==> src/sv/res_pkg.sv <==
// Shared types and constants for the ring entry store with offset lookup.
// Used by res_ctrl and the top level; depends on nothing else.
`default_nettype none

package res_pkg;

    localparam int HANDLE_W = 32;
    localparam int SIZE_W   = 16;
    localparam int OFFS_W   = 20;
    localparam int SLOT_W   = 4;

    // operation codes carried in tuser
    localparam logic OP_ADD  = 1'b0;
    localparam logic OP_FIND = 1'b1;

    typedef enum logic [1:0] {
        S_IDLE,
        S_ADD,
        S_FIND,
        S_DONE
    } t_state;

    // result word, lowest bit first: accepted, found, evicted, slot, handle, byte
    typedef struct packed {
        logic [SIZE_W-1:0]   byte_in_entry;
        logic [HANDLE_W-1:0] handle_out;
        logic [SLOT_W-1:0]   slot;
        logic                evicted;
        logic                found;
        logic                accepted;
    } t_res;

endpackage

`default_nettype wire

==> src/sv/ring_entry_store_with_offset_lookup.sv <==
// Ring of DEPTH entries (handle, byte size) that overwrites the oldest entry
// when full, with lookup of a character offset across the entries oldest first.
// An add goes from accept to result through a memory read of the slot being
// overwritten, a write-back and the result hand-off; a rejected zero-size add
// goes straight to the result. A find walks the entry memory one slot a cycle
// from the oldest entry up to the one that holds the offset, or over all DEPTH
// entries when none does. One item is in work at a time; a finished result sits
// in the output register so the next word is taken while it waits. Entries
// come up empty at reset through per-entry valid bits, with no clearing pass.
// Depends on res_pkg, res_ctrl and res_mem.
`default_nettype none

module ring_entry_store_with_offset_lookup
    import res_pkg::*;
#(
    parameter int DEPTH = 16
) (
    input  wire logic        i_clk,
    input  wire logic        i_rst_n,
    input  wire logic        i_s_tvalid,
    output logic             o_s_tready,
    // [31:0] new_handle, [47:32] new_size, [67:48] lookup_pos, [71:68] zero
    input  wire logic [71:0] i_s_tdata,
    // [0] op
    input  wire logic [0:0]  i_s_tuser,
    output logic             o_m_tvalid,
    input  wire logic        i_m_tready,
    // [0] accepted, [1] found, [2] evicted, [6:3] slot, [38:7] handle_out,
    // [54:39] byte_in_entry, [55] zero
    output logic      [55:0] o_m_tdata
);

    localparam int AW = (DEPTH > 1) ? $clog2(DEPTH) : 1;

    logic                res_valid;
    t_res                res;
    logic                res_ready;
    logic                we;
    logic [AW-1:0]       waddr;
    logic [HANDLE_W-1:0] wr_handle;
    logic [SIZE_W-1:0]   wr_size;
    logic [AW-1:0]       raddr;
    logic [HANDLE_W-1:0] rd_handle;
    logic [SIZE_W-1:0]   rd_size;
    logic                r_out_valid;
    t_res                r_out;

    res_ctrl #(
        .DEPTH (DEPTH),
        .AW    (AW)
    ) u_ctrl (
        .i_clk       (i_clk),
        .i_rst_n     (i_rst_n),
        .i_valid     (i_s_tvalid),
        .o_ready     (o_s_tready),
        .i_op        (i_s_tuser[0]),
        .i_handle    (i_s_tdata[31:0]),
        .i_size      (i_s_tdata[47:32]),
        .i_offs      (i_s_tdata[67:48]),
        .o_res_valid (res_valid),
        .o_res       (res),
        .i_res_ready (res_ready),
        .o_we        (we),
        .o_waddr     (waddr),
        .o_wr_handle (wr_handle),
        .o_wr_size   (wr_size),
        .o_raddr     (raddr),
        .i_rd_handle (rd_handle),
        .i_rd_size   (rd_size)
    );

    res_mem #(
        .DEPTH (DEPTH),
        .AW    (AW),
        .HW    (HANDLE_W),
        .SW    (SIZE_W)
    ) u_mem (
        .i_clk       (i_clk),
        .i_rst_n     (i_rst_n),
        .i_we        (we),
        .i_waddr     (waddr),
        .i_wr_handle (wr_handle),
        .i_wr_size   (wr_size),
        .i_raddr     (raddr),
        .o_rd_handle (rd_handle),
        .o_rd_size   (rd_size)
    );

    // output word register: load when empty or being drained
    assign res_ready = !r_out_valid || i_m_tready;

    always_ff @(posedge i_clk) begin
        if (!i_rst_n) begin
            r_out_valid <= 1'b0;
        end else if (res_ready) begin
            r_out_valid <= res_valid;
        end
    end

    always_ff @(posedge i_clk) begin
        if (res_ready && res_valid) begin
            r_out <= res;
        end
    end

    assign o_m_tvalid = r_out_valid;
    assign o_m_tdata  = {1'b0, r_out};

endmodule

`default_nettype wire

==> src/sv/res_mem.sv <==
// Entry memory: handle and size arrays, one write and one registered read port.
// Per-entry valid bits make unwritten entries read as zero after reset.
`default_nettype none

module res_mem #(
    parameter int DEPTH = 16,
    parameter int AW    = 4,
    parameter int HW    = 32,
    parameter int SW    = 16
) (
    input  wire logic          i_clk,
    input  wire logic          i_rst_n,
    input  wire logic          i_we,
    input  wire logic [AW-1:0] i_waddr,
    input  wire logic [HW-1:0] i_wr_handle,
    input  wire logic [SW-1:0] i_wr_size,
    input  wire logic [AW-1:0] i_raddr,
    output logic      [HW-1:0] o_rd_handle,
    output logic      [SW-1:0] o_rd_size
);

    logic [HW-1:0]    r_handle_mem [DEPTH];
    logic [SW-1:0]    r_size_mem   [DEPTH];
    logic [DEPTH-1:0] r_valid;
    logic [HW-1:0]    r_rd_handle;
    logic [SW-1:0]    r_rd_size;
    logic             r_rd_vld;

    always_ff @(posedge i_clk) begin
        if (i_we) begin
            r_handle_mem[i_waddr] <= i_wr_handle;
            r_size_mem[i_waddr]   <= i_wr_size;
        end
        r_rd_handle <= r_handle_mem[i_raddr];
        r_rd_size   <= r_size_mem[i_raddr];
    end

    always_ff @(posedge i_clk) begin
        if (!i_rst_n) begin
            r_valid  <= '0;
            r_rd_vld <= 1'b0;
        end else begin
            if (i_we) begin
                r_valid[i_waddr] <= 1'b1;
            end
            r_rd_vld <= r_valid[i_raddr];
        end
    end

    // never-written entries read as zero
    assign o_rd_handle = r_rd_vld ? r_rd_handle : '0;
    assign o_rd_size   = r_rd_vld ? r_rd_size   : '0;

endmodule

`default_nettype wire

==> src/sv/res_ctrl.sv <==
// Sequencer for adds and finds: ring indexes, memory access and result forming.
// Depends on res_pkg; drives the ports of res_mem.
`default_nettype none

module res_ctrl
    import res_pkg::*;
#(
    parameter int DEPTH = 16,
    parameter int AW    = 4
) (
    input  wire logic                i_clk,
    input  wire logic                i_rst_n,
    input  wire logic                i_valid,
    output logic                     o_ready,
    input  wire logic                i_op,
    input  wire logic [HANDLE_W-1:0] i_handle,
    input  wire logic [SIZE_W-1:0]   i_size,
    input  wire logic [OFFS_W-1:0]   i_offs,
    output logic                     o_res_valid,
    output t_res                     o_res,
    input  wire logic                i_res_ready,
    output logic                     o_we,
    output logic      [AW-1:0]       o_waddr,
    output logic      [HANDLE_W-1:0] o_wr_handle,
    output logic      [SIZE_W-1:0]   o_wr_size,
    output logic      [AW-1:0]       o_raddr,
    input  wire logic [HANDLE_W-1:0] i_rd_handle,
    input  wire logic [SIZE_W-1:0]   i_rd_size
);

    localparam logic [AW-1:0] LAST = AW'(DEPTH - 1);

    function automatic logic [AW-1:0] nxt(input logic [AW-1:0] x);
        return (x == LAST) ? '0 : x + AW'(1);
    endfunction

    t_state               r_state, n_state;
    logic [HANDLE_W-1:0]  r_handle, n_handle;
    logic [SIZE_W-1:0]    r_size, n_size;
    logic [OFFS_W-1:0]    r_offs, n_offs;
    logic [AW-1:0]        r_pos, n_pos;
    logic [AW-1:0]        r_cnt, n_cnt;
    logic [AW-1:0]        r_wr_idx, n_wr_idx;
    logic [AW-1:0]        r_rd_idx, n_rd_idx;
    logic                 r_full, n_full;
    t_res                 r_res, n_res;

    always_ff @(posedge i_clk) begin
        if (!i_rst_n) begin
            r_state  <= S_IDLE;
            r_wr_idx <= '0;
            r_rd_idx <= '0;
            r_full   <= 1'b0;
        end else begin
            r_state  <= n_state;
            r_wr_idx <= n_wr_idx;
            r_rd_idx <= n_rd_idx;
            r_full   <= n_full;
        end
    end

    always_ff @(posedge i_clk) begin
        r_handle <= n_handle;
        r_size   <= n_size;
        r_offs   <= n_offs;
        r_pos    <= n_pos;
        r_cnt    <= n_cnt;
        r_res    <= n_res;
    end

    always_comb begin
        n_state  = r_state;
        n_handle = r_handle;
        n_size   = r_size;
        n_offs   = r_offs;
        n_pos    = r_pos;
        n_cnt    = r_cnt;
        n_wr_idx = r_wr_idx;
        n_rd_idx = r_rd_idx;
        n_full   = r_full;
        n_res    = r_res;
        o_we     = 1'b0;
        o_raddr  = '0;
        unique case (r_state)
            S_IDLE: begin
                o_raddr = (i_op == OP_ADD) ? r_wr_idx : r_rd_idx;
                if (i_valid) begin
                    n_handle = i_handle;
                    n_size   = i_size;
                    n_offs   = i_offs;
                    n_pos    = r_rd_idx;
                    n_cnt    = '0;
                    if (i_op == OP_FIND) begin
                        n_state = S_FIND;
                    end else if (i_size == '0) begin
                        // rejected add: all-zero result, state untouched
                        n_res   = '0;
                        n_state = S_DONE;
                    end else begin
                        n_state = S_ADD;
                    end
                end
            end
            S_ADD: begin
                // old handle at the write slot has arrived; overwrite it now
                o_we             = 1'b1;
                n_res            = '0;
                n_res.accepted   = 1'b1;
                n_res.evicted    = r_full;
                n_res.handle_out = r_full ? i_rd_handle : '0;
                n_wr_idx         = nxt(r_wr_idx);
                n_rd_idx         = r_full ? nxt(r_rd_idx) : r_rd_idx;
                if (n_wr_idx == n_rd_idx) begin
                    n_full = 1'b1;
                end
                n_state = S_DONE;
            end
            S_FIND: begin
                // data for r_pos is here; fetch the following slot meanwhile
                o_raddr = nxt(r_pos);
                n_pos   = nxt(r_pos);
                n_cnt   = r_cnt + AW'(1);
                if (r_offs < OFFS_W'(i_rd_size)) begin
                    n_res               = '0;
                    n_res.accepted      = 1'b1;
                    n_res.found         = 1'b1;
                    n_res.slot          = SLOT_W'(r_pos);
                    n_res.handle_out    = i_rd_handle;
                    n_res.byte_in_entry = r_offs[SIZE_W-1:0];
                    n_state             = S_DONE;
                end else begin
                    n_offs = r_offs - OFFS_W'(i_rd_size);
                    if (r_cnt == LAST) begin
                        n_res          = '0;
                        n_res.accepted = 1'b1;
                        n_state        = S_DONE;
                    end
                end
            end
            S_DONE: begin
                if (i_res_ready) begin
                    n_state = S_IDLE;
                end
            end
            default: begin
                n_state = S_IDLE;
            end
        endcase
    end

    assign o_ready     = (r_state == S_IDLE);
    assign o_res_valid = (r_state == S_DONE);
    assign o_res       = r_res;
    assign o_waddr     = r_wr_idx;
    assign o_wr_handle = r_handle;
    assign o_wr_size   = r_size;

`ifndef SYNTHESIS
    a_full_sticks: assert property (@(posedge i_clk) disable iff (!i_rst_n)
        r_full |=> r_full)
        else $error("ring full flag dropped");
    a_full_idx: assert property (@(posedge i_clk) disable iff (!i_rst_n)
        r_full |-> (r_rd_idx == r_wr_idx))
        else $error("read and write index differ on a full ring");
    a_empty_rd: assert property (@(posedge i_clk) disable iff (!i_rst_n)
        !r_full |-> (r_rd_idx == '0))
        else $error("read index moved before the ring filled");
    a_found_res: assert property (@(posedge i_clk) disable iff (!i_rst_n)
        (o_res_valid && o_res.found) |-> (o_res.accepted && !o_res.evicted))
        else $error("find result marked evicted or not accepted");
`endif

endmodule

`default_nettype wire
==> config.mk <==
export PLATFORM = sky130hd
export DESIGN_NAME = ring_entry_store_with_offset_lookup
export DESIGN_NICKNAME = d
export VERILOG_FILES = /design/src/sv/res_pkg.sv /design/src/sv/ring_entry_store_with_offset_lookup.sv /design/src/sv/res_mem.sv /design/src/sv/res_ctrl.sv
export SDC_FILE = /design/constraint.sdc
export NUM_CORES = 1
export LEC_CHECK = 0
export BUFFER_PORTS_ARGS = -buffer_cell sky130_fd_sc_hd__buf_2
export CORE_MARGIN = 2
export CORE_UTILIZATION = 40
export CTS_CLUSTER_DIAMETER = 200
export DETAILED_ROUTE_END_ITERATION = 16
export GPL_TIMING_DRIVEN = 1
export SKIP_CTS_REPAIR_TIMING = 1
export SLEW_MARGIN = 10
export SYNTH_ARGS = -nofsm -noshare
export SYNTH_HDL_FRONTEND = slang
export SYNTH_SLANG_ARGS = --single-unit
==> constraint.sdc <==
create_clock -name i_clk -period 16.2 [get_ports i_clk]
set_clock_uncertainty 0.05 [all_clocks]
set_input_delay 1.62 -clock i_clk [delete_from_list [all_inputs] [get_ports i_clk]]
set_output_delay 1.62 -clock i_clk [all_outputs]
set_load 0.01 [all_outputs]
# Word level (Yosys, flattened, before mapping)

Memories as Yosys holds them, arrays and structs flattened. A register that Yosys moved wholly into a read port is not among the register bits.
Cells that the tools add are included.

Reductions and logical operators: 14
Add/subtract/negate cells: 5
Bitwise gates (word level): 1
Order comparisons: 4
Eq/ne operators: 14
Multiplexer cells: 36

Operator list:

| cell                | number |
|---|---|
| $mux 55             | 5 |
| $pmux 55 s3         | 1 |
| $mux 32             | 2 |
| $mux 20             | 2 |
| $pmux 20 s2         | 1 |
| $mux 4              | 7 |
| $pmux 4 s2          | 3 |
| $lt 20x16->1        | 1 |
| $sub 20x16->20      | 1 |
| $add 4x1->4 const B | 4 |
| $eq 4x4->1 const B  | 4 |
| $logic_not 16->1    | 1 |
| $mux 16             | 1 |
| $or 16x16->16       | 1 |
| $mux 2              | 6 |
| $lt 4x5->1 const B  | 2 |
| $pmux 2 s4          | 1 |
| $ne 2x2->1 const B  | 3 |
| $reduce_and 2->1    | 3 |
| $reduce_and 3->1    | 2 |
| $mux 1              | 5 |
| $reduce_and 5->1    | 1 |
| $bmux 1 s4          | 1 |
| $demux 1 s4         | 1 |
| other kinds (12)    | 15 |

Memories: 2
Register bits after elaboration: 215
Bits in writable memories: 768

Memory list:

| name               | depth | bits a word | read ports | clocked after Yosys merged registers in | write ports | RTL line      | text |
|---|---|---|---|---|---|---|---|
| u_mem.r_handle_mem | 16    | 32          | 1          | 1                                       | 1           | res_mem.sv:22 | `logic [HW-1:0] r_handle_mem [DEPTH];` |
| u_mem.r_size_mem   | 16    | 16          | 1          | 1                                       | 1           | res_mem.sv:23 | `logic [SW-1:0] r_size_mem [DEPTH];` |

# Longest topological paths before layout

Gate-level depths: netlist of run 1.

Depth in word-level cells: 5
Gate-level depth with buffers: 13
Depth with buffers taken out: 10

# Cells and area by module

From an unflattened synthesis of run 1, not the netlist that was laid out.

Cell total of the unflattened synthesis: 1895
Area, all modules: 38914.8 um^2

Modules (own cells, without submodules):

| module                              | cells an instance | area an instance (um^2) | instances |
|---|---|---|---|
| res_mem                             | 1348              | 30684.4                 | 1 |
| res_ctrl                            | 485               | 6510.0                  | 1 |
| ring_entry_store_with_offset_lookup | 62                | 1720.4                  | 1 |

# Least setup slack after synthesis of run 1

No wires, ideal clock.

Kind: input-to-reg
From: input i_s_tdata[34]
To: register u_ctrl.r_res, in the netlist u_ctrl.o_res[0] (enable)
Library setup time: 0.486 ns
Cell stages on the path: 4
Slack: 10.766 ns
Path buffers: 0
Arrival: 4.898 ns
Cells stage by stage: nor4_1 and4_1 nand4b_1 a21oi_1

Word-level cells in the longest chain between the ends: 3

RTL lines:

| what                       | RTL line                                  | text |
|---|---|---|
| from (decl)                | ring_entry_store_with_offset_lookup.sv:23 | `input wire logic [71:0] i_s_tdata,` |
| $logic_not 16->1           | res_ctrl.sv:95                            | `end else if (i_size == '0) begin` |
| $ne 2x1->1 (no line)       | n/a                                       |  |
| $reduce_and 5->1 (no line) | n/a                                       |  |
| to (signal assigned)       | res_ctrl.sv:68                            | `r_res <= n_res;` |
| to (decl)                  | res_ctrl.sv:46                            | `t_res r_res, n_res;` |

No other way between the ends.
A chain may end at the register's enable or synchronous reset.

# Final worst setup path of run 1

From: register u_ctrl.r_state[0]
To: register u_mem.r_rd_handle[10] (read register of u_mem.r_handle_mem)

Word-level cells in the longest chain between the ends: 2
Elaborated cells between the ends (all ways): 3
Classes of those cells: 1 x eq/ne; 1 x mux; 1 x reduce/logical

RTL lines:

| what                                                 | RTL line       | text |
|---|---|---|
| from (decl)                                          | res_ctrl.sv:37 | `t_state r_state, n_state;` |
| from (signal assigned)                               | res_ctrl.sv:55 | `r_state <= n_state;` |
| $eq 2x2->1 / $logic_not 2->1 (equally long branches) | res_ctrl.sv:84 | `unique case (r_state)` |
| $pmux 4 s2 *                                         | res_ctrl.sv:84 |  |
| to (decl)                                            | res_mem.sv:25  | `logic [HW-1:0] r_rd_handle;` |

Mark *: on every way between the ends. The rest lies on a longest branch, timed or not.

==> impl_metrics.xml, run 1 <==
<?xml version="1.0" encoding="UTF-8"?>
<metrics>
  <group name="synth">
    <metric name="synth_edf_count" unit="">954</metric>
    <metric name="synthFlopType" unit="">edfxtp_1</metric>
    <metric name="synth.distinct_cells" unit="">58</metric>
    <metric name="ys.warnings.count" unit="">0</metric>
    <metric name="syn_avg_cell_area" unit="µm²">14.1</metric>
    <metric name="synth_top_area_share" unit="">0.729</metric>
    <metric name="synth_seq_cells" unit="">1031</metric>
    <metric name="seq_total_area_yosys" unit="">0.768</metric>
    <metric name="synth_top_cell_by_area" unit="">edfxtp_1</metric>
    <metric name="synth_top_cells_by_area" unit="">edfxtp_1 (73%), nand2_1 (7.0%), dfxtp_1 (3.9%)</metric>
    <metric name="post_synth_inst_count" unit="">2787</metric>
    <metric name="async_reset_ff_frac" unit="">0</metric>
    <metric name="syn-num-nets" unit="">2892</metric>
    <metric name="post_synth_instance_area" unit="µm²">39300</metric>
  </group>
  <group name="clock_tree">
    <metric name="cts_inserted_buffers" unit="">104</metric>
    <metric name="ctsLongestPathBuffers" unit="">3</metric>
    <metric name="ctsRootBufferMaster" unit="">clkbuf_16</metric>
    <metric name="cts.clk_slew.worst_paths" unit="ps">70</metric>
    <metric name="cts_tree" unit="">yes</metric>
    <metric name="cts_htree_levels" unit="">3</metric>
    <metric name="tritoncts_num_sinks" unit="">1031</metric>
    <metric name="clkLatencyLatePin" unit="ps">660</metric>
  </group>
  <group name="grt">
    <metric name="grt_antenna_before_repair" unit="">6</metric>
    <metric name="top_usage_layer" unit="">met2</metric>
    <metric name="grt_use_met2" unit="">0.313</metric>
    <metric name="met1_usage" unit="">0.246</metric>
    <metric name="track_usage" unit="">0.184</metric>
    <metric name="first_global_vias" unit="">22834</metric>
    <metric name="grt_overflow" unit="">0</metric>
    <metric name="grt_max_degree" unit="">189</metric>
    <metric name="grt_first_pass_wirelength" unit="µm">141000</metric>
    <metric name="use_met3" unit="">0.0300</metric>
  </group>
  <group name="power_and_ir_drop">
    <metric name="power" unit="mW">7.71</metric>
    <metric name="p_int" unit="mW">5.34</metric>
    <metric name="clock_power_share" unit="">0.331</metric>
    <metric name="pwr_density_cell" unit="nW/µm²">172</metric>
    <metric name="net_switching_power" unit="mW">2.36</metric>
    <metric name="power.static_leakage" unit="nW">15.3</metric>
    <metric name="vdd_ir_max" unit="µV">131</metric>
    <metric name="share_comb_of_total_power" unit="">0.224</metric>
    <metric name="pwr-share-seq" unit="">0.445</metric>
    <metric name="p_sw_frac" unit="">0.307</metric>
  </group>
  <group name="place">
    <metric name="gpl.final_weighted_congestion" unit="">0.806</metric>
    <metric name="buffer_ports.inserted" unit="">129</metric>
    <metric name="dp_hpwl" unit="µm">45500</metric>
  </group>
  <group name="route">
    <metric name="vias_per_cell" unit="">5.42</metric>
    <metric name="drtPass1Iterations" unit="">6</metric>
    <metric name="routed_wire_length_per_instance" unit="µm">22.2</metric>
    <metric name="detail-route-antenna-nets" unit="">0</metric>
    <metric name="post-route-drc-count" unit="">0</metric>
    <metric name="dr.first_iter.drc_count" unit="">2218</metric>
    <metric name="num_vias" unit="">23119</metric>
    <metric name="drt-total-wl" unit="µm">94700</metric>
  </group>
  <group name="flow_run">
    <metric name="timing.max_cap.violations" unit="">0</metric>
  </group>
  <group name="timing">
    <metric name="finalCriticalPeriod" unit="ps">5070</metric>
    <metric name="grt_setup_unrepaired" unit="">false</metric>
    <metric name="slew-limit-headroom" unit="">0.265</metric>
    <metric name="clock.fmax" unit="GHz">0.197</metric>
    <metric name="finalCritPeriodShare" unit="">0.313</metric>
    <metric name="setup_tns" unit="ps">0</metric>
    <metric name="final-hold-violation-count" unit="">0</metric>
    <metric name="worst_slew_pin_slew" unit="ps">1100</metric>
    <metric name="timing_max_transition_violations_final" unit="">0</metric>
    <metric name="final-setup-viol-count" unit="">0</metric>
    <metric name="whs" unit="ps">368</metric>
  </group>
  <group name="critical_path">
    <metric name="worst-path-max-fanout" unit="">79</metric>
    <metric name="cp-start-kind" unit="">register</metric>
    <metric name="regToRegSetupSlack" unit="ps">11130</metric>
    <metric name="startpoint_to_endpoint_class_of_the_critical_path" unit="">register to register</metric>
    <metric name="critical_path_at" unit="ps">5520</metric>
    <metric name="critPathCaptureType" unit="">register</metric>
    <metric name="cp.required" unit="ps">16640</metric>
  </group>
  <group name="layout">
    <metric name="final_nets" unit="">3008</metric>
    <metric name="drive_gt1_frac" unit="">0.124</metric>
    <metric name="syn2layout_area_growth" unit="%">14.2</metric>
    <metric name="num-fill-cells" unit="">8342</metric>
  </group>
  <group name="die">
    <metric name="die_h" unit="µm">317</metric>
    <metric name="floorplan.die.width" unit="µm">317</metric>
    <metric name="initial_cell_density_of_the_core" unit="">0.405</metric>
    <metric name="fp-row-count" unit="">114</metric>
    <metric name="num_io_pins" unit="">135</metric>
    <metric name="core_region_area" unit="µm²">97000</metric>
    <metric name="die_area" unit="µm²">101000</metric>
  </group>
  <group name="outcome">
    <metric name="outcome" unit="">finished, final reports clean</metric>
  </group>
  <group name="min_path">
    <metric name="hold_path.class" unit="">register to register</metric>
  </group>
</metrics>
-- metrics by stage --
stage / cell area, µm² / utilization / setup WS [ps] / std cells
2_1_floorplan: 39300 / - / 10770 / 2787
3_3_place_gp: 41200 / 0.425 / 10960 / 4073
3_5_place_dp: 41200 / 0.425 / 10850 / 4073
4_1_cts: 44900 / 0.463 / 11150 / 4266
5_1_grt: 44900 / 0.463 / 10830 / 4266
6_report: 44900 / 0.463 / 11130 / 4267
-- placed cells by master (no fill, tap or decap), types with 19 or more instances in the layout --
cell type | Yosys | layout
and3_1 | 24 | 24
edfxtp_1 | 954 | 954
buf_4 | 14 | 35
dfxtp_1 | 77 | 77
o21a_1 | 23 | 23
nand3_1 | 294 | 294
buf_2 | 48 | 129
nor2_1 | 25 | 21
nand4_1 | 101 | 101
clkbuf_16 | 0 | 106
nand2_1 | 733 | 732
and2_1 | 56 | 38
o21ai_0 | 65 | 65
ha_1 | 27 | 27
a32oi_1 | 51 | 51
bufinv_16 | 0 | 21
a21oi_1 | 20 | 19
clkbuf_1 | 84 | 20
mux2i_1 | 57 | 57
-- layout make-up --
class	instances	area (µm²)	area share
inverters	15	56.3	0.00125
multi-input cells	1586	8440	0.188
repair buffers	165	928	0.0207
well taps	1276	1600	0.0356
diodes	1	2.50	0.0000558
flip-flops and latches	1031	30200	0.673
clock inverters	59	835	0.0186
clock buffers	134	2840	0.0632
-- registers in the layout (all words and copies together), names as in the netlist, 16 cells and up --
| register | flops |
|---|---|
| u_mem.r_size_mem | 256 |
| u_ctrl.o_wr_size | 16 |
| u_ctrl.o_res | 55 |
| u_mem.r_rd_handle | 32 |
| u_ctrl.o_wr_handle | 32 |
| u_ctrl.r_offs | 20 |
| u_mem.r_rd_size | 16 |
| o_m_tdata | 55 |
| u_mem.r_handle_mem | 512 |
| u_mem.r_valid | 16 |
-- cells in the mapped netlist, types with 2 or more instances --
cell and number:
o31ai_1 2, or3_1 2, a32oi_1 51, edfxtp_1 954, nor2b_1 7, nand2_1 733, o21ai_0 65, nand4b_1 2
and2_1 56, and3_1 24, o21a_1 23, o211a_1 3, nand2b_1 2, nor4_1 4, o221ai_1 2, ha_1 27
nand3_1 294, nor3_1 3, buf_4 14, mux2_2 13, inv_1 15, a21o_1 9, o211ai_1 2, nor2_1 25
a31oi_1 7, a21oi_1 20, buf_1 6, o22ai_1 2, buf_6 3, buf_2 48, mux2i_1 57, nand4_1 101
clkbuf_1 84, dfxtp_1 77, xnor2_1 14, nor3b_1 2, xor2_1 13
-- power groups by stage --
stage,Clock (mW),Combinational [mW],Sequential (mW)
global placement,0,1.69,3.47
finish,2.55,1.73,3.43
detailed placement,0,1.73,3.48
floorplan,0,1.25,3.41
CTS,2.59,1.74,3.43
global route,2.69,1.92,3.45
-- logic make-up after synthesis --
group / after synthesis / share of synthesized area
AOI/OAI and AO/OA: 199 / 0.0352
xor gates and xnor gates: 27 / 0.00602
adders and majority gates: 28 / 0.00910
buffers and inverters: 170 / 0.0197
DFF: 1031 / 0.768
muxes: 70 / 0.0182
other: 1 / 0.0000954
and+or+nand+nor: 1261 / 0.144
-- per-layer routing --
layer / up-vias / wire [µm]
li1: 10511 / -
met1: 11648 / 40900
met2: 801 / 45800
met3: 155 / 5910
met4: 4 / 2140
met5: - / 26
-- final timing paths --
check / startpoint / depth (start not counted) / end
worst max-delay path: u_ctrl.r_state[0] / 12 / u_mem.r_rd_handle[10]
worst min-delay path: u_ctrl.o_res[52] / 0 / o_m_tdata[52]
worst max register to register: u_ctrl.r_state[0] / 12 / u_mem.r_rd_handle[10]
worst min register to register: u_ctrl.o_res[52] / 0 / o_m_tdata[52]
-- worst max-delay path: stages, from the launching register on --
cell and delay (ps):
dfxtp_1 350, inv_1 90, ha_1 170, buf_4 370
inv_1 350, a311o_1 460, nand2_4 720, buf_4 810
buf_4 770, mux2i_1 310, a32oi_1 80, nand4_1 140
o21ai_0 90
Power figures use the tool's default switching activity.
==> run 2: changes to the inputs <==
clock period = 5 ns   (was 16.2 ns; I/O delays follow)
==> run 2 against run 1 <==
  * Non-clock buffer count rose by 42
  * Register-to-register slack got worse by 9700 ps
  * Combinational power rose to 3.4 times the previous value
  * First-iteration DRC count rose by 4.4%
  * Core utilization rose by 0.56 points
  * Fmax rose by 41%
  * Critical path type unchanged
  * Sequential share of layout area fell by 0.81 points
  * Critical endpoint is now u_ctrl.o_res[12]
  * Wire length fell by 1.5%
  * Sequential cell count did not move
  * Power rose to 3.2 times the previous value
  * Global-route usage fell by 0.40 points
==> impl_metrics.xml, run 2 (same netlist as run 1, synthesis figures left out) <==
<?xml version="1.0" encoding="UTF-8"?>
<metrics>
  <group name="outcome">
    <metric name="outcome" unit="">finished, final reports clean</metric>
  </group>
  <group name="grt">
    <metric name="first_global_vias" unit="">22408</metric>
    <metric name="grt_antenna_before_repair" unit="">5</metric>
    <metric name="track_usage" unit="">0.180</metric>
    <metric name="grt_max_degree" unit="">99</metric>
    <metric name="grt_first_pass_wirelength" unit="µm">138000</metric>
    <metric name="grt_overflow" unit="">0</metric>
  </group>
  <group name="timing">
    <metric name="setup_tns" unit="ps">0</metric>
    <metric name="grt_setup_unrepaired" unit="">false</metric>
    <metric name="whs" unit="ps">26.4</metric>
    <metric name="final-hold-violation-count" unit="">0</metric>
    <metric name="finalCriticalPeriod" unit="ps">3610</metric>
    <metric name="clock.fmax" unit="GHz">0.277</metric>
    <metric name="timing_max_transition_violations_final" unit="">0</metric>
    <metric name="finalCritPeriodShare" unit="">0.722</metric>
    <metric name="slew-limit-headroom" unit="">0.243</metric>
    <metric name="worst_slew_pin_slew" unit="ps">1130</metric>
    <metric name="final-setup-viol-count" unit="">0</metric>
  </group>
  <group name="route">
    <metric name="drtPass1Iterations" unit="">5</metric>
    <metric name="met1Wirelength" unit="µm">40700</metric>
    <metric name="routed_wire_length_per_instance" unit="µm">21.6</metric>
    <metric name="post-route-drc-count" unit="">0</metric>
    <metric name="met2_length" unit="µm">44200</metric>
    <metric name="topRoutingLayerUsed" unit="">met4</metric>
    <metric name="num_vias" unit="">23134</metric>
    <metric name="dr.first_iter.drc_count" unit="">2316</metric>
    <metric name="met3_wirelength" unit="µm">5890</metric>
    <metric name="drt-total-wl" unit="µm">93300</metric>
    <metric name="vias_per_cell" unit="">5.36</metric>
    <metric name="detail-route-antenna-nets" unit="">0</metric>
  </group>
  <group name="layout">
    <metric name="drive_gt1_frac" unit="">0.128</metric>
    <metric name="final_design_utilization" unit="">0.468</metric>
    <metric name="largest_register" unit="">u_mem.r_handle_mem</metric>
    <metric name="most_common_library_cell_in_the_layout_ignoring_fill_and_taps" unit="">edfxtp_1</metric>
    <metric name="final_nets" unit="">3052</metric>
    <metric name="largest_registers_in_the_final_layout" unit="">u_mem.r_handle_mem x512, u_mem.r_size_mem x256</metric>
    <metric name="syn2layout_area_growth" unit="%">15.6</metric>
    <metric name="num-fill-cells" unit="">8424</metric>
    <metric name="layout_common_cells" unit="">edfxtp_1 (954), nand2_1 (732), nand3_1 (294)</metric>
    <metric name="largest_register_ffs" unit="">512</metric>
  </group>
  <group name="die">
    <metric name="initial_cell_density_of_the_core" unit="">0.405</metric>
    <metric name="fp-row-count" unit="">114</metric>
    <metric name="die_area" unit="µm²">101000</metric>
    <metric name="num_io_pins" unit="">135</metric>
    <metric name="core_region_area" unit="µm²">97000</metric>
    <metric name="die_h" unit="µm">317</metric>
    <metric name="floorplan.die.width" unit="µm">317</metric>
  </group>
  <group name="clock_tree">
    <metric name="cts_tree" unit="">yes</metric>
    <metric name="ctsLongestPathBuffers" unit="">3</metric>
    <metric name="cts_inserted_buffers" unit="">106</metric>
    <metric name="ctsRootBufferMaster" unit="">clkbuf_16</metric>
    <metric name="cts.clk_slew.worst_paths" unit="ps">60</metric>
    <metric name="clkLatencyLatePin" unit="ps">670</metric>
    <metric name="cts_htree_levels" unit="">3</metric>
    <metric name="tritoncts_num_sinks" unit="">1031</metric>
  </group>
  <group name="critical_path">
    <metric name="worst_path_max_delay_cell" unit="">dfxtp_1</metric>
    <metric name="critPathCaptureType" unit="">register</metric>
    <metric name="worstSetupPathDepth" unit="">10</metric>
    <metric name="critical-path-top-delay-family" unit="">compound AO/OA/AOI/OAI gates</metric>
    <metric name="critical_path_at" unit="ps">3850</metric>
    <metric name="cp-start-kind" unit="">register</metric>
    <metric name="r2r-start" unit="">u_mem.r_rd_vld</metric>
    <metric name="r2r-end" unit="">u_ctrl.o_res[12]</metric>
    <metric name="slowest_delay" unit="ps">670</metric>
    <metric name="worst-r2r-cell-count" unit="">10</metric>
    <metric name="path_cells" unit="">and2_1 &gt; ha_1 &gt; fa_1 &gt; nor2b_2 &gt; o2111ai_2 &gt; a211oi_2 &gt; o311ai_2 &gt; a31oi_1 &gt; a21oi_4 &gt; buf_4</metric>
    <metric name="startpoint_to_endpoint_class_of_the_critical_path" unit="">register to register</metric>
    <metric name="timing.critical_path.to" unit="">u_ctrl.o_res[12]</metric>
    <metric name="worst_setup_path_startpoint" unit="">u_mem.r_rd_vld</metric>
    <metric name="cp.buffers_inverters" unit="">1</metric>
    <metric name="worst-path-max-fanout" unit="">38</metric>
    <metric name="cp.required" unit="ps">5240</metric>
    <metric name="regToRegSetupSlack" unit="ps">1390</metric>
  </group>
  <group name="power_and_ir_drop">
    <metric name="pwr_density_cell" unit="nW/µm²">549</metric>
    <metric name="vdd_ir_max" unit="µV">403</metric>
    <metric name="power.static_leakage" unit="nW">15.5</metric>
  </group>
  <group name="flow_run">
    <metric name="timing.max_cap.violations" unit="">0</metric>
  </group>
  <group name="place">
    <metric name="buffer_ports.inserted" unit="">129</metric>
    <metric name="dp_hpwl" unit="µm">47800</metric>
    <metric name="gpl.final_weighted_congestion" unit="">0.806</metric>
  </group>
  <group name="min_path">
    <metric name="hold_path.class" unit="">input pin to register</metric>
  </group>
</metrics>
==> run 2: final cells by class <==
| class | instances | area (µm²) | area share |
|---|---|---|---|
| inverter | 15 | 56.3 | 0.00124 |
| tap | 1276 | 1600 | 0.0351 |
| timing repair buffer | 207 | 1530 | 0.0337 |
| clock inverter | 54 | 547 | 0.0120 |
| antenna | 1 | 2.50 | 0.0000551 |
| sequential | 1031 | 30200 | 0.665 |
| clock buffer | 145 | 3070 | 0.0675 |
| multi-input combinational | 1586 | 8440 | 0.186 |
==> run 2: worst min-delay path by stage <==
stage / slack [ps] / to / cells past startpoint / from
floorplan: 350 / o_m_tdata[0] / 0 / u_ctrl.o_res[0]
global route: 2 / u_ctrl.o_wr_size[15] / 1 / i_s_tdata[47]
detailed placement: 350 / o_m_tdata[48] / 0 / u_ctrl.o_res[48]
finish: 30 / u_ctrl.o_wr_size[6] / 1 / i_s_tdata[38]
global placement: 350 / o_m_tdata[49] / 0 / u_ctrl.o_res[49]
CTS: -90 / u_ctrl.o_wr_handle[5] / 1 / i_s_tdata[5]
==> run 2: power breakdown <==
part | internal (mW) | total, mW | switching [mW]
sequential | 10.6 | 11.1 | 0.544
combinational | 1.84 | 5.81 | 3.98
clock | 4.77 | 8.01 | 3.24
==> run 2: layer usage <==
metal,vias up,global-route usage
met3,171,0.0258
met2,808,0.298
met1,11552,0.247
met4,0,0.0594
li1,10603,-
met5,-,0
==> run 2: metrics by stage <==
step | power, mW | area [µm²] | worst slack (ps) | cells
final | 24.9 | 45400 | 1390 | 4315
after CTS | 25.1 | 45100 | 1280 | 4280
after detailed placement | 17.1 | 41500 | 1300 | 4081
after floorplan | 15.1 | 39300 | 976 | 2787
after global placement | 16.9 | 41500 | 1310 | 4081
after global routing | 26.1 | 45400 | 1030 | 4314
